--- src/hdl/fca_pkg.sv ---
package fca_pkg;

    localparam logic [7:0] HDR0      = 8'hAA;
    localparam logic [7:0] HDR1      = 8'h55;
    localparam logic [7:0] ACK_LEN   = 8'h06;
    localparam logic [7:0] MIN_LEN   = 8'd3;

    localparam int unsigned POS_W    = 9;
    localparam int unsigned ACK_N    = 12;
    localparam int unsigned CNT_W    = 4;

    typedef logic [POS_W-1:0] pos_t;
    typedef logic [CNT_W-1:0] cnt_t;

    typedef enum logic [1:0] {
        ST_OK       = 2'd0,
        ST_HEADER   = 2'd1,
        ST_TAIL     = 2'd2,
        ST_CHECKSUM = 2'd3
    } status_t;

    localparam pos_t POS_HUNT = 9'd0;
    localparam pos_t POS_HDR1 = 9'd1;
    localparam pos_t POS_LEN  = 9'd2;
    localparam pos_t POS_SNDR = 9'd3;
    localparam pos_t POS_ACKF = 9'd5;

    localparam logic ADDR_LOCAL_ID = 1'b0;
    localparam logic ADDR_ACK_TYPE = 1'b1;

endpackage

--- src/hdl/frame_checker_with_ack.sv ---
// Frame checker with acknowledge.
// Input channel (in_valid / in_stall, rx_byte): one received byte per word.
// Output channel (out_valid / out_stall): status words and ack frame bytes.
// Every byte is checked in the cycle it is accepted; a byte that ends
// something (header error, short length, frame end) loads a result into
// the output register as it is accepted; the result shows in the next cycle.
// A byte that ends nothing gives no result.
// A good frame with a nonzero ack flag gives 12 ack byte words, then the
// status word; while these are output, further input is held off.
// Otherwise throughput is one byte per cycle while the receiver does not
// stall; a new byte is taken in the same cycle the pending status word is taken.
// When the receiver stalls, the pending word holds and input is stalled
// once a result is waiting.
// Reset clears the frame position (hunting for AA), all frame state and
// the output, and restores local_id to 0x20 and ack_type to 0x72.
// APB registers: local_id at 0x0, ack_type at 0x4, low 8 bits used.
module frame_checker_with_ack (
    input  logic        clk,
    input  logic        rst_n,
    input  logic        in_valid,
    output logic        in_stall,
    input  logic [7:0]  rx_byte,
    output logic        out_valid,
    input  logic        out_stall,
    output logic        result_kind,
    output logic [1:0]  status_code,
    output logic [7:0]  ack_byte,
    output logic        last,
    input  logic        psel,
    input  logic        penable,
    input  logic        pwrite,
    input  logic [2:0]  paddr,
    input  logic [31:0] pwdata,
    output logic [31:0] prdata,
    output logic        pready
);

    logic [7:0]      local_id_reg;
    logic [7:0]      ack_type_reg;

    fca_pkg::pos_t   pos_reg, pos_next;
    logic [7:0]      len_reg, len_next;
    logic [7:0]      par_reg, par_next;
    logic [7:0]      sndr_reg, sndr_next;
    logic            ackw_reg, ackw_next;
    logic [7:0]      chk_reg, chk_next;
    logic [1:0]      err_reg, err_next;

    logic            ov_reg, ov_next;
    logic            burst_reg, burst_next;
    fca_pkg::cnt_t   cnt_reg, cnt_next;
    logic [1:0]      st_reg, st_next;

    logic            in_acc;
    logic            out_acc;
    logic            emit;
    logic            emit_ack;
    logic [1:0]      emit_code;
    logic [1:0]      err_end;
    logic            on_status;
    fca_pkg::pos_t   chk_pos;
    fca_pkg::pos_t   len_ext;
    logic [7:0]      parity;
    logic [7:0]      frame_byte;

    assign pready = 1'b1;

    always_ff @(posedge clk or negedge rst_n)
    begin
        if (!rst_n)
        begin
            local_id_reg <= 8'h20;
            ack_type_reg <= 8'h72;
        end
        else if (psel && penable && pwrite)
        begin
            unique case (paddr[2])
                fca_pkg::ADDR_LOCAL_ID: local_id_reg <= pwdata[7:0];
                fca_pkg::ADDR_ACK_TYPE: ack_type_reg <= pwdata[7:0];
                default:                local_id_reg <= local_id_reg;
            endcase
        end
    end

    always_comb
    begin
        unique case (paddr[2])
            fca_pkg::ADDR_LOCAL_ID: prdata = {24'd0, local_id_reg};
            fca_pkg::ADDR_ACK_TYPE: prdata = {24'd0, ack_type_reg};
            default:                prdata = 32'd0;
        endcase
    end

    // status word is the one showing when no ack bytes remain
    assign on_status = !burst_reg || (cnt_reg == fca_pkg::cnt_t'(fca_pkg::ACK_N));
    assign out_acc   = ov_reg && !out_stall;
    assign in_stall  = ov_reg && !(out_acc && on_status);
    assign in_acc    = in_valid && !in_stall;

    assign len_ext = {1'b0, len_reg};
    assign chk_pos = len_ext + 9'd3;

    always_comb
    begin
        pos_next  = pos_reg;
        len_next  = len_reg;
        par_next  = par_reg;
        sndr_next = sndr_reg;
        ackw_next = ackw_reg;
        chk_next  = chk_reg;
        err_next  = err_reg;
        emit      = 1'b0;
        emit_ack  = 1'b0;
        emit_code = fca_pkg::ST_OK;
        err_end   = err_reg;
        if (rx_byte != fca_pkg::HDR0)
        begin
            err_end = fca_pkg::ST_TAIL;
        end
        priority if (pos_reg == fca_pkg::POS_HUNT)
        begin
            if (rx_byte == fca_pkg::HDR0)
            begin
                pos_next = fca_pkg::POS_HDR1;
            end
            else
            begin
                emit      = 1'b1;
                emit_code = fca_pkg::ST_HEADER;
            end
        end
        else if (pos_reg == fca_pkg::POS_HDR1)
        begin
            if (rx_byte == fca_pkg::HDR1)
            begin
                pos_next = fca_pkg::POS_LEN;
            end
            else
            begin
                emit      = 1'b1;
                emit_code = fca_pkg::ST_HEADER;
                pos_next  = fca_pkg::POS_HUNT;
            end
        end
        else if (pos_reg == fca_pkg::POS_LEN)
        begin
            len_next = rx_byte;
            if (rx_byte < fca_pkg::MIN_LEN)
            begin
                emit      = 1'b1;
                emit_code = fca_pkg::ST_TAIL;
                pos_next  = fca_pkg::POS_HUNT;
            end
            else
            begin
                par_next  = rx_byte;
                err_next  = fca_pkg::ST_OK;
                ackw_next = 1'b0;
                sndr_next = 8'd0;
                chk_next  = 8'd0;
                pos_next  = fca_pkg::POS_SNDR;
            end
        end
        else if (pos_reg < chk_pos)
        begin
            par_next = par_reg ^ rx_byte;
            if (pos_reg == fca_pkg::POS_SNDR)
            begin
                sndr_next = rx_byte;
            end
            if (pos_reg == fca_pkg::POS_ACKF)
            begin
                ackw_next = (rx_byte != 8'd0);
            end
            pos_next = pos_reg + 9'd1;
        end
        else if (pos_reg == chk_pos)
        begin
            chk_next = rx_byte;
            if (rx_byte != par_reg)
            begin
                err_next = fca_pkg::ST_CHECKSUM;
            end
            pos_next = pos_reg + 9'd1;
        end
        else if (pos_reg == chk_pos + 9'd1)
        begin
            if (rx_byte != fca_pkg::HDR1)
            begin
                err_next = fca_pkg::ST_TAIL;
            end
            pos_next = pos_reg + 9'd1;
        end
        else
        begin
            err_next  = err_end;
            emit      = 1'b1;
            emit_code = err_end;
            emit_ack  = (err_end == fca_pkg::ST_OK) && ackw_reg;
            pos_next  = fca_pkg::POS_HUNT;
        end
    end

    always_comb
    begin
        ov_next    = ov_reg;
        burst_next = burst_reg;
        cnt_next   = cnt_reg;
        st_next    = st_reg;
        if (out_acc)
        begin
            if (on_status)
            begin
                ov_next = 1'b0;
            end
            else
            begin
                cnt_next = cnt_reg + 4'd1;
            end
        end
        if (in_acc && emit)
        begin
            ov_next    = 1'b1;
            burst_next = emit_ack;
            cnt_next   = '0;
            st_next    = emit_code;
        end
    end

    always_ff @(posedge clk or negedge rst_n)
    begin
        if (!rst_n)
        begin
            pos_reg   <= fca_pkg::POS_HUNT;
            len_reg   <= 8'd0;
            par_reg   <= 8'd0;
            sndr_reg  <= 8'd0;
            ackw_reg  <= 1'b0;
            chk_reg   <= 8'd0;
            err_reg   <= fca_pkg::ST_OK;
            ov_reg    <= 1'b0;
            burst_reg <= 1'b0;
            cnt_reg   <= '0;
            st_reg    <= fca_pkg::ST_OK;
        end
        else
        begin
            if (in_acc)
            begin
                pos_reg  <= pos_next;
                len_reg  <= len_next;
                par_reg  <= par_next;
                sndr_reg <= sndr_next;
                ackw_reg <= ackw_next;
                chk_reg  <= chk_next;
                err_reg  <= err_next;
            end
            ov_reg    <= ov_next;
            burst_reg <= burst_next;
            cnt_reg   <= cnt_next;
            st_reg    <= st_next;
        end
    end

    assign parity = fca_pkg::ACK_LEN ^ local_id_reg ^ sndr_reg ^ ack_type_reg
                    ^ len_reg ^ chk_reg;

    always_comb
    begin
        unique case (cnt_reg)
            4'd0:    frame_byte = fca_pkg::HDR0;
            4'd1:    frame_byte = fca_pkg::HDR1;
            4'd2:    frame_byte = fca_pkg::ACK_LEN;
            4'd3:    frame_byte = local_id_reg;
            4'd4:    frame_byte = sndr_reg;
            4'd5:    frame_byte = 8'd0;
            4'd6:    frame_byte = ack_type_reg;
            4'd7:    frame_byte = len_reg;
            4'd8:    frame_byte = chk_reg;
            4'd9:    frame_byte = parity;
            4'd10:   frame_byte = fca_pkg::HDR1;
            4'd11:   frame_byte = fca_pkg::HDR0;
            default: frame_byte = 8'd0;
        endcase
    end

    assign out_valid   = ov_reg;
    assign result_kind = !on_status;
    assign status_code = on_status ? st_reg : fca_pkg::ST_OK;
    assign ack_byte    = on_status ? 8'd0 : frame_byte;
    assign last        = on_status;

endmodule

--- config.mk ---
export PLATFORM = sky130hd
export DESIGN_NAME = frame_checker_with_ack
export DESIGN_NICKNAME = d
export VERILOG_FILES = /design/src/hdl/fca_pkg.sv /design/src/hdl/frame_checker_with_ack.sv
export SDC_FILE = /design/constraint.sdc
export NUM_CORES = 1
export LEC_CHECK = 0
export BUFFER_PORTS_ARGS = -buffer_cell sky130_fd_sc_hd__clkbuf_2
export CAP_MARGIN = 20
export CELL_PAD_IN_SITES_DETAIL_PLACEMENT = 1
export CELL_PAD_IN_SITES_GLOBAL_PLACEMENT = 2
export CORE_ASPECT_RATIO = 1.25
export CORE_UTILIZATION = 37
export CTS_CLUSTER_SIZE = 10
export DETAILED_ROUTE_END_ITERATION = 16
export GPL_ROUTABILITY_DRIVEN = 0
export PLACE_DENSITY_LB_ADDON = 0.15
export RECOVER_POWER = 25
export REMOVE_ABC_BUFFERS = 1
export SLEW_MARGIN = 10
export SYNTH_ARGS = -nofsm -noshare
export SYNTH_HDL_FRONTEND = slang
export SYNTH_SLANG_ARGS = --single-unit
--- constraint.sdc ---
create_clock -name clk -period 4.45 [get_ports clk]
set_input_delay 0.89 -clock clk [delete_from_list [all_inputs] [get_ports clk]]
set_output_delay 0.89 -clock clk [all_outputs]
set_load 0.005 [all_outputs]
==> run_results.csv, run 1 <==
group,metric,value,unit
cts,cts_hold_buf,0,
power,p_per_area,603.6,nW/um^2
cts,numClockSinks,68,
layout,largest_register_ffs,9,
yosys,synth_most_common_cell,"dfrtp_1",
yosys,ys.flop_type,"dfrtp_1",
global_route,track_usage,20.52,%
yosys,synthTopCellsByArea,"dfrtp_1, mux2_2, xnor2_1",
global_route,grt_pass1_wl,23.01,mm
route,first_iter_violations,186,
critical_path,crit_type,"reg -> reg",
floorplanning,fp.dieW,108.1,um
cts,path_clk_slew,0.06,ns
critical_path,crit_required,4.67,ns
yosys,yosysUniqueCellTypes,71,
power,comb_power_share,44.8,%
power,switching_share,40.18,%
sta,finalCritPeriodShare,84.81,%
yosys,synth.cell_area,5205,sq um
cts,htreeDepth,3,
floorplanning,rows,48,
critical_path,r2r_start,"len_reg[0]",
route,via_per_inst,5.510,
power,power,3487,uW
cts,clockBufferDepth,2,
cts,cts_resized,0,
power,p_int,2086,uW
route,finalWirelength,14.19,mm
critical_path,path_max_fanout,10,
global_route,gr-total-overflow,0,
yosys,synthArstFlopShare,100.0,%
critical_path,critPathSlowestCell,"nor4_4",
sta,rsz0062_at_grt,"no",
sta,fin_crit,3.774,ns
layout,antenna_cells,0,
cts,cts_tree,"built",
sta,tns,0,ns
route,postRouteAntennaNets,0,
floorplanning,fp.coreArea,13750,sq um
route,wl_per_cell,18.53,um
layout,area_delta_synth_final,10.99,%
route,wl_met2,7.587,mm
yosys,synthTopCellsByCount,"dfrtp_1, mux2_2, xnor2_1",
job,cap_violations,0,
yosys,synth_top_cell_by_area,"dfrtp_1",
layout,layout-drive-gt1-share,23.52,%
power,seqPwrFrac,31.8,%
yosys,ys_ff_latch,68,
floorplanning,die-area,14550,sq um
placement,dpl.hpwl,10.93,mm
yosys,syn_avg_cell_area,9.345,sq um
global_route,antenna_found_initial,0,
critical_path,end_kind,"register",
outcome,status,"completed",
power,p_leak,0.002452,uW
yosys,synth_warnings,0,
cts,numCtsBuffers,9,
route,route.vias.total,4221,
critical_path,crit_start,"len_reg[0]",
yosys,ys_seq_area_share,32.81,%
cts,insertion_delay,0.34,ns
sta,worst_pin_slew,1.236,ns
critical_path,startpoint_type,"register",
critical_path,cp_top_family,"simple AND/OR/NAND/NOR gates",
yosys,synth_edf_count,0,
route,routed.top_layer,"met4",
floorplanning,pin_count,97,
min_path,holdCritPathClass,"reg -> reg",
power,peakVddDrop,0.2607,mV
critical_path,cp_common_cell,"ha_1",
route,dr_wl_met3,308,um
yosys,synthCells,557,
layout,fin_nets,655,
route,met1_length,6.110,mm
power,p_switching,1401,uW
global_route,grt_max_degree,42,
route,dr.pass1.iters,4,
critical_path,path_buf_inv,1,
route,drc_errors,0,
sta,finalMaxSlewViolations,0,
global_route,grt_pass1_vias,4310,
power,pwr-share-clk,23.5,%
sta,finalSetupViolCount,0,
critical_path,path_cells,"inv_1 > ha_1 > nand4b_4 > xor2_1 > ha_1 > a21oi_1 > o21ai_0 > o21bai_1 > a21oi_2 > nor4_4 > mux2_2",
critical_path,max_stage_delay,0.63,ns
cts,post-cts-setup-buffers,0,
sta,fmax,265.0,MHz
sta,hold_viol,0,
floorplanning,start_util,37.85,%
yosys,synth_top_area_share,30.29,%
floorplanning,fp.dieH,134.6,um
min_path,holdCritStartpoint,"err_reg[0]",
cts,cts_root_buf,"clkbuf_16",
sta,relSlewSlack,17.62,%
critical_path,cp_data_arrival_time,3.99,ns
sta,finalClockSkew,0.005363,ns
placement,port-buffer-count,45,
area by class of cell:
cell class,instances,area (sq um)
repair buffers,50,257.7
clock inverters,5,82.58
clock buffers,11,252.7
inverters,19,71.32
fillers,1623,7976
multi-input cells,438,3186
well taps,175,219.0
flip-flops and latches,68,1708
per-layer routing:
metal  vias to the layer above  GRT usage, %
met5                         -             0
met4                         0         5.479
met3                        14         3.330
met2                        58         37.26
met1                      2141         24.70
li1                       2008             -
final timing paths:
check	end	slack, ns	depth (start not counted)
worst max-delay path	sndr_reg[3]	0.68	11
worst min-delay path	err_reg[0]	0.49	1
max in group asynchronous	par_reg[2]	1.94	2
worst min register to register	err_reg[0]	0.49	1
worst max register to register	sndr_reg[3]	0.68	11
min in group asynchronous	chk_reg[1]	0.80	1
layout by cell type, fill, tap and decap left out, types with 4 or more instances in the layout:
cell and count:
nor2_1 44, ha_1 19, nand3_1 12, clkbuf_2 44
nor4_1 4, and2_1 13, and3_1 4, clkbuf_16 9
o22ai_1 8, nand2b_1 4, o21ai_0 14, inv_1 18
a21oi_1 36, nand2_1 32, nor3_1 6, nand4_1 9
conb_1 25, xor2_1 14, dfrtp_1 63, a211oi_1 7
a311oi_1 10, buf_4 4, a22oi_1 6, a222oi_1 4
xnor2_1 49, a31oi_1 8, dfstp_2 5, mux2_2 50
kinds of logic (layout without fill, tap and decap cells):
group	Yosys count	count (layout)	share of synthesized area [%]
AND/OR/NAND/NOR	150	150	15.29
multiplexers	52	52	11.20
buffers and inverters	74	85	7.644
AO/OA/AOI/OAI	128	128	17.31
adder cells (fa/ha/maj)	19	19	4.567
other	2	25	0.1443
flip-flops	68	68	32.81
XOR/XNOR	64	64	11.03
through the flow:
stage                     cell area, sq um  hold WS (ns)  utilization, %  cells  setup slack [ns]
final                                 5777        0.4914           42.00    766            0.6757
after floorplan                       4965        0.4491               -    525             1.396
after CTS                             5774        0.4923           41.99    765            0.6413
after global placement                5439        0.4656           39.55    749            0.7910
after detailed placement              5439        0.4789           39.55    749            0.6684
after global routing                  5777        0.5212           42.00    766            0.4389
power by group through the flow:
stage                     Clock, uW  Sequential (uW)  Combinational [uW]
after CTS                       838             1110                1580
after global routing            860             1150                1750
final                           818             1110                1560
after detailed placement          0             1120                1570
after global placement            0             1100                1520
after floorplan                   0             1040                1220
Note: power is estimated with default switching activity, not from simulation.
==> run 2, diff against run 1 <==
ABC_AREA = 1   (was unset)
CORE_UTILIZATION = 29   (was 37)
clock period = 3.3 ns   (was 4.45 ns; I/O delays follow)
==> run_results.csv, run 2 <==
group,metric,value,unit
min_path,min_path_cells,2,
yosys,synth_warnings,0,
critical_path,startpoint_type,"register",
layout,num-fill-cells,2253,
floorplanning,fp.dieH,152.1,um
floorplanning,rows,54,
sta,finalSetupViolCount,0,
global_route,grt_max_degree,69,
sta,tns,0,ns
yosys,ys_seq_area_share,32.66,%
cts,clockBufferDepth,2,
sta,finalWorstSetupSlack,0.2763,ns
critical_path,path_max_fanout,8,
power,p_leak,0.002888,uW
job,cap_violations,1,
critical_path,ff2ff_path_depth,21,
yosys,ys.flop_type,"dfrtp_1",
critical_path,reg2reg_to,"st_reg[1]",
layout,largest_register_ffs,9,
layout,area_delta_synth_final,13.11,%
layout,final_cells,1000,
power,p_per_area,759.6,nW/um^2
yosys,synth_top_area_share,30.15,%
route,postRouteAntennaNets,0,
layout,postLayoutCoreUtil,33.67,%
yosys,synthTopCellsByArea,"dfrtp_1, nand2_1, inv_1",
sta,rsz0062_at_grt,"no",
cts,path_clk_slew,0.06,ns
min_path,holdCritPathClass,"reg -> reg",
sta,worst_pin_slew,1.827,ns
global_route,grt_pass1_wl,26.81,mm
cts,cts_root_buf,"clkbuf_16",
min_path,holdCritStartpoint,"burst_reg",
yosys,synth_most_common_cell,"nand2_1",
yosys,ys_ff_latch,68,
global_route,track_usage,18.67,%
route,dr.pass1.iters,4,
critical_path,max_stage_delay,0.52,ns
cts,numClockSinks,68,
yosys,synthCells,724,
critical_path,end_kind,"output port",
placement,port-buffer-count,45,
sta,finalClockSkew,0.01072,ns
route,finalWirelength,16.15,mm
cts,cts_tree,"built",
critical_path,crit_type,"reg -> out",
route,first_iter_violations,142,
layout,layout-drive-gt1-share,16.62,%
outcome,status,"complete, but fails checks",
critical_path,cp_data_arrival_time,2.36,ns
sta,finalCritPeriodShare,91.63,%
cts,htreeDepth,3,
sta,relSlewSlack,-21.81,%
route,route.vias.total,4864,
critical_path,r2r_slack,0.32,ns
yosys,synthArstFlopShare,100.0,%
global_route,grt_pass1_vias,5257,
yosys,synth_edf_count,0,
route,drc_errors,0,
critical_path,cp_common_cell,"inv_1",
yosys,yosysUniqueCellTypes,45,
floorplanning,fp.coreArea,17570,sq um
power,peakVddDrop,0.2884,mV
placement,dpl.hpwl,12.89,mm
floorplanning,start_util,29.76,%
cts,insertion_delay,0.35,ns
cts,post-cts-setup-buffers,0,
critical_path,r2r_start,"len_reg[1]",
route,wl_per_cell,16.15,um
placement,placedCellCount,984,
floorplanning,fp.dieW,122.1,um
sta,fmax,330.7,MHz
outcome,violations,"max-capacitance violations, max-slew violations",
sta,hold_viol,0,
yosys,synthTopCellsByCount,"nand2_1, inv_1, dfrtp_1",
critical_path,crit_start,"cnt_reg[0]",
global_route,antenna_found_initial,0,
sta,fin_crit,3.024,ns
critical_path,path_cells,"inv_1 > ha_1 > inv_1 > nor2_1 > a221oi_1 > a31oi_1 > clkbuf_2",
layout,final_common_cell,"nand2_1",
layout,antenna_cells,0,
critical_path,crit_required,2.64,ns
placement,dp_slack,0.3046,ns
yosys,synth.cell_area,5229,sq um
cts,cts_hold_buf,0,
layout,most-common-layout-cells,"nand2_1, inv_1, dfrtp_1",
floorplanning,pin_count,97,
global_route,gr-total-overflow,0,
yosys,synth_top_cell_by_area,"dfrtp_1",
critical_path,critPathSlowestCell,"nor2_1",
floorplanning,die-area,18570,sq um
sta,finalMaxSlewViolations,69,
cts,cts_resized,0,
route,via_per_inst,4.864,
min_path,holdPathEnd,"burst_reg",
cts,numCtsBuffers,9,
layout,fin_nets,840,
yosys,syn_avg_cell_area,7.222,sq um
==> run 2: cell count changes in the layout (fill, tap and decap cells not counted), moves of 10 or more <==
cell,delta
nand2_1,+146
a21oi_1,-19
a311oi_1,-10
xnor2_1,-22
mux2_2,-49
nand2_2,+11
o21ai_0,+43
inv_2,+10
inv_1,+65
nand3_1,+18
and2_1,-12
==> run 2: worst max-delay path: cells and delay by family, from the launching register on <==
family          cells  cell delay (ns)
simple gates        1             0.52
compound gates      2             0.50
flops               1             0.43
buf+inv             3             0.37
fa+ha+maj           1             0.20
==> run 2: final cells by class <==
| cell class | count | area [sq um] | area share (%) |
|---|---|---|---|
| sequential | 68 | 1708 | 28.88 |
| inverter | 95 | 361.6 | 6.114 |
| multi-input combinational | 541 | 2957 | 49.99 |
| clock buffer | 10 | 239.0 | 4.041 |
| tap | 224 | 280.3 | 4.739 |
| timing repair buffer | 56 | 305.3 | 5.162 |
| clock inverter | 6 | 63.81 | 1.079 |
==> run 2: logic make-up after synthesis <==
kind of cell	after synthesis	share of synthesized area (%)
buffers and inverters	138	12.44
multiplexers	1	0.2153
adder cells (fa/ha/maj)	19	4.547
AND/OR/NAND/NOR	329	28.91
flip-flops	68	32.66
other	2	0.1436
XOR/XNOR	43	7.203
AO/OA/AOI/OAI	124	13.88
==> run 2: metrics by stage <==
stage / area [sq um] / hold WS, ns / power [uW]
2_1_floorplan: 5026 / 0.3644 / 2900
3_3_place_gp: 5614 / 0.4642 / 3444
3_5_place_dp: 5614 / 0.4704 / 3537
4_1_cts: 5917 / 0.4866 / 4569
5_1_grt: 5914 / 0.5046 / 4927
6_report: 5914 / 0.4785 / 4492
==> run 2: routing by layer <==
layer  global-route usage, %  vias to the layer above  part of all wire, %
met5                       0                        -                    0
met4                   6.272                        0                  2.1
met3                   2.590                       26                  2.5
met2                   34.17                       68                   53
met1                   21.82                     2367                   43
li1                        -                     2403                    -
==> run 2: where the power goes <==
part / internal (uW) / switching, uW / leakage [uW]
logic: 799 / 1320 / 0.00188
registers: 1090 / 281 / 0.000864
clock network: 604 / 397 / 0.000144
total: 2490 / 2000 / 0.00289
==> run 2: worst max path at each step <==
stage	slack, ns	cells after the start	to
3_3_place_gp	0.38	21	st_reg[0]
3_5_place_dp	0.30	21	st_reg[1]
5_1_grt	0.03	21	st_reg[0]
4_1_cts	0.20	7	ack_byte[5]
2_1_floorplan	0.73	21	st_reg[0]
6_report	0.28	7	ack_byte[5]
==> run 3, diff against run 2 <==
GPL_TIMING_DRIVEN = 0   (was unset)
HOLD_SLACK_MARGIN = 0.08   (was unset)
==> run_results.csv, run 3 (same netlist as run 2, synthesis figures left out) <==
group,metric,value,unit
job,cap_violations,1,
critical_path,cp_top_family,"simple AND/OR/NAND/NOR gates",
layout,postLayoutCoreUtil,33.46,%
power,peakVddDrop,0.2855,mV
layout,antenna_cells,0,
critical_path,crit_type,"reg -> out",
placement,port-buffer-count,45,
critical_path,critPathSlowestCell,"nor2_1",
floorplanning,die-area,18570,sq um
placement,placed_cell_area,5554,sq um
global_route,grt_pass1_wl,26.54,mm
floorplanning,rows,54,
sta,hold_viol,0,
outcome,status,"complete, but fails checks",
floorplanning,fp.dieH,152.1,um
outcome,violations,"max-capacitance violations, max-slew violations",
critical_path,cp_common_cell,"inv_1",
critical_path,path_cells,"inv_1 > ha_1 > inv_1 > nor2_1 > nand2_1 > o21ai_0 > a221oi_1 > a31oi_1 > clkbuf_2",
route,wl_per_cell,16.51,um
route,postRouteAntennaNets,0,
route,dr.pass1.iters,4,
min_path,holdCritStartpoint,"st_reg[1]",
layout,final_cells,991,
global_route,track_usage,18.59,%
cts,cts_hold_buf,0,
cts,htreeDepth,3,
sta,finalClockSkew,0.01116,ns
floorplanning,fp.dieW,122.1,um
layout,regArea,1712,sq um
critical_path,r2r_start,"len_reg[1]",
floorplanning,pin_count,97,
cts,clockBufferDepth,2,
layout,area_delta_synth_final,12.42,%
sta,finalMaxSlewViolations,35,
placement,placedCellCount,974,
floorplanning,fp.coreArea,17570,sq um
critical_path,end_kind,"output port",
sta,worst_pin_slew,1.904,ns
sta,relSlewSlack,-26.93,%
cts,numCtsBuffers,9,
route,finalWirelength,16.36,mm
route,first_iter_violations,137,
sta,fmax,330.7,MHz
layout,num-fill-cells,2221,
cts,cts_tree,"built",
sta,finalCritPeriodShare,91.64,%
cts,numClockSinks,68,
critical_path,crit_start,"cnt_reg[0]",
critical_path,max_stage_delay,0.55,ns
power,p_per_area,771.4,nW/um^2
cts,insertion_delay,0.34,ns
layout,fin_nets,832,
placement,dpl.hpwl,13.07,mm
global_route,grt_max_degree,36,
critical_path,startpoint_type,"register",
route,via_per_inst,4.853,
global_route,gr-total-overflow,0,
sta,fin_crit,3.024,ns
power,power,4534,uW
layout,most-common-layout-cells,"nand2_1, inv_1, dfrtp_1",
route,route.vias.total,4809,
layout,largest_register_ffs,9,
critical_path,crit_required,2.64,ns
global_route,antenna_found_initial,0,
critical_path,path_buf_inv,3,
layout,final_common_cell,"nand2_1",
sta,finalSetupViolCount,0,
critical_path,cp_data_arrival_time,2.36,ns
power,p_leak,0.002836,uW
cts,cts_root_buf,"clkbuf_16",
global_route,grt_pass1_vias,5164,
sta,tns,0,ns
critical_path,path_max_fanout,8,
floorplanning,start_util,29.76,%
sta,rsz0062_at_grt,"no",
route,drc_errors,0,
min_path,holdCritPathClass,"reg -> reg",
layout,multiInputGateArea,2988,sq um
cts,path_clk_slew,0.06,ns
layout,final_cell_area,5878,sq um
layout,layout-drive-gt1-share,16.30,%
[run 3: metrics by stage]
step / worst slack (ns) / hold slack, ns
2_1_floorplan: 0.7322 / 0.3644
5_1_grt: 0.01010 / 0.5399
4_1_cts: 0.07732 / 0.3134
6_report: 0.2759 / 0.4882
3_5_place_dp: -0.07194 / 0.4767
3_3_place_gp: 0.02467 / 0.4696
[run 3: layer usage]
layer  wire length [um]  share of wire, %  global-route usage, %
met1               6901                42                  21.16
met2               8714                53                  34.30
met3                438               2.7                  3.341
met4                308               1.9                  5.865
met5                  0                 0                      0
[run 3: area by class of cell]
cell class / instances / area share [%]
Tap cell: 224 / 4.768
Clock inverter: 4 / 0.8514
Multi-Input combinational cell: 541 / 50.83
Timing Repair Buffer: 48 / 4.151
Inverter: 95 / 6.152
Clock buffer: 11 / 4.129
Sequential cell: 68 / 29.12
[run 3: tightest hold or removal path, delay by kind of cell, from the launching register on]
family / cells / cell delay (ns)
flops: 1 / 0.34
simple gates: 2 / 0.12
[run 3: worst paths after layout]
path / cells past startpoint / slack [ns] / endpoint
worst max-delay path: 9 / 0.28 / ack_byte[5]
worst min-delay path: 2 / 0.49 / st_reg[1]
worst max register to register: 21 / 0.37 / st_reg[1]
worst min register to register: 2 / 0.49 / st_reg[1]
max in group asynchronous: 2 / 0.57 / len_reg[2]
min in group asynchronous: 1 / 0.83 / local_id_reg[7]
[run 3: power by group]
part	internal [uW]	switching, uW	leakage, uW
Combinational	802	1330	0.00184
Clock	601	392	0.000138
Sequential	1090	318	0.000860
Total	2500	2040	0.00284
[run 3: repair_timing]
action | in CTS | in global routing
setup endpoints to repair | 8 | 31
pin swaps | 0 | 1
gates resized for setup | 1 | 8
buffers inserted | 0 | 2
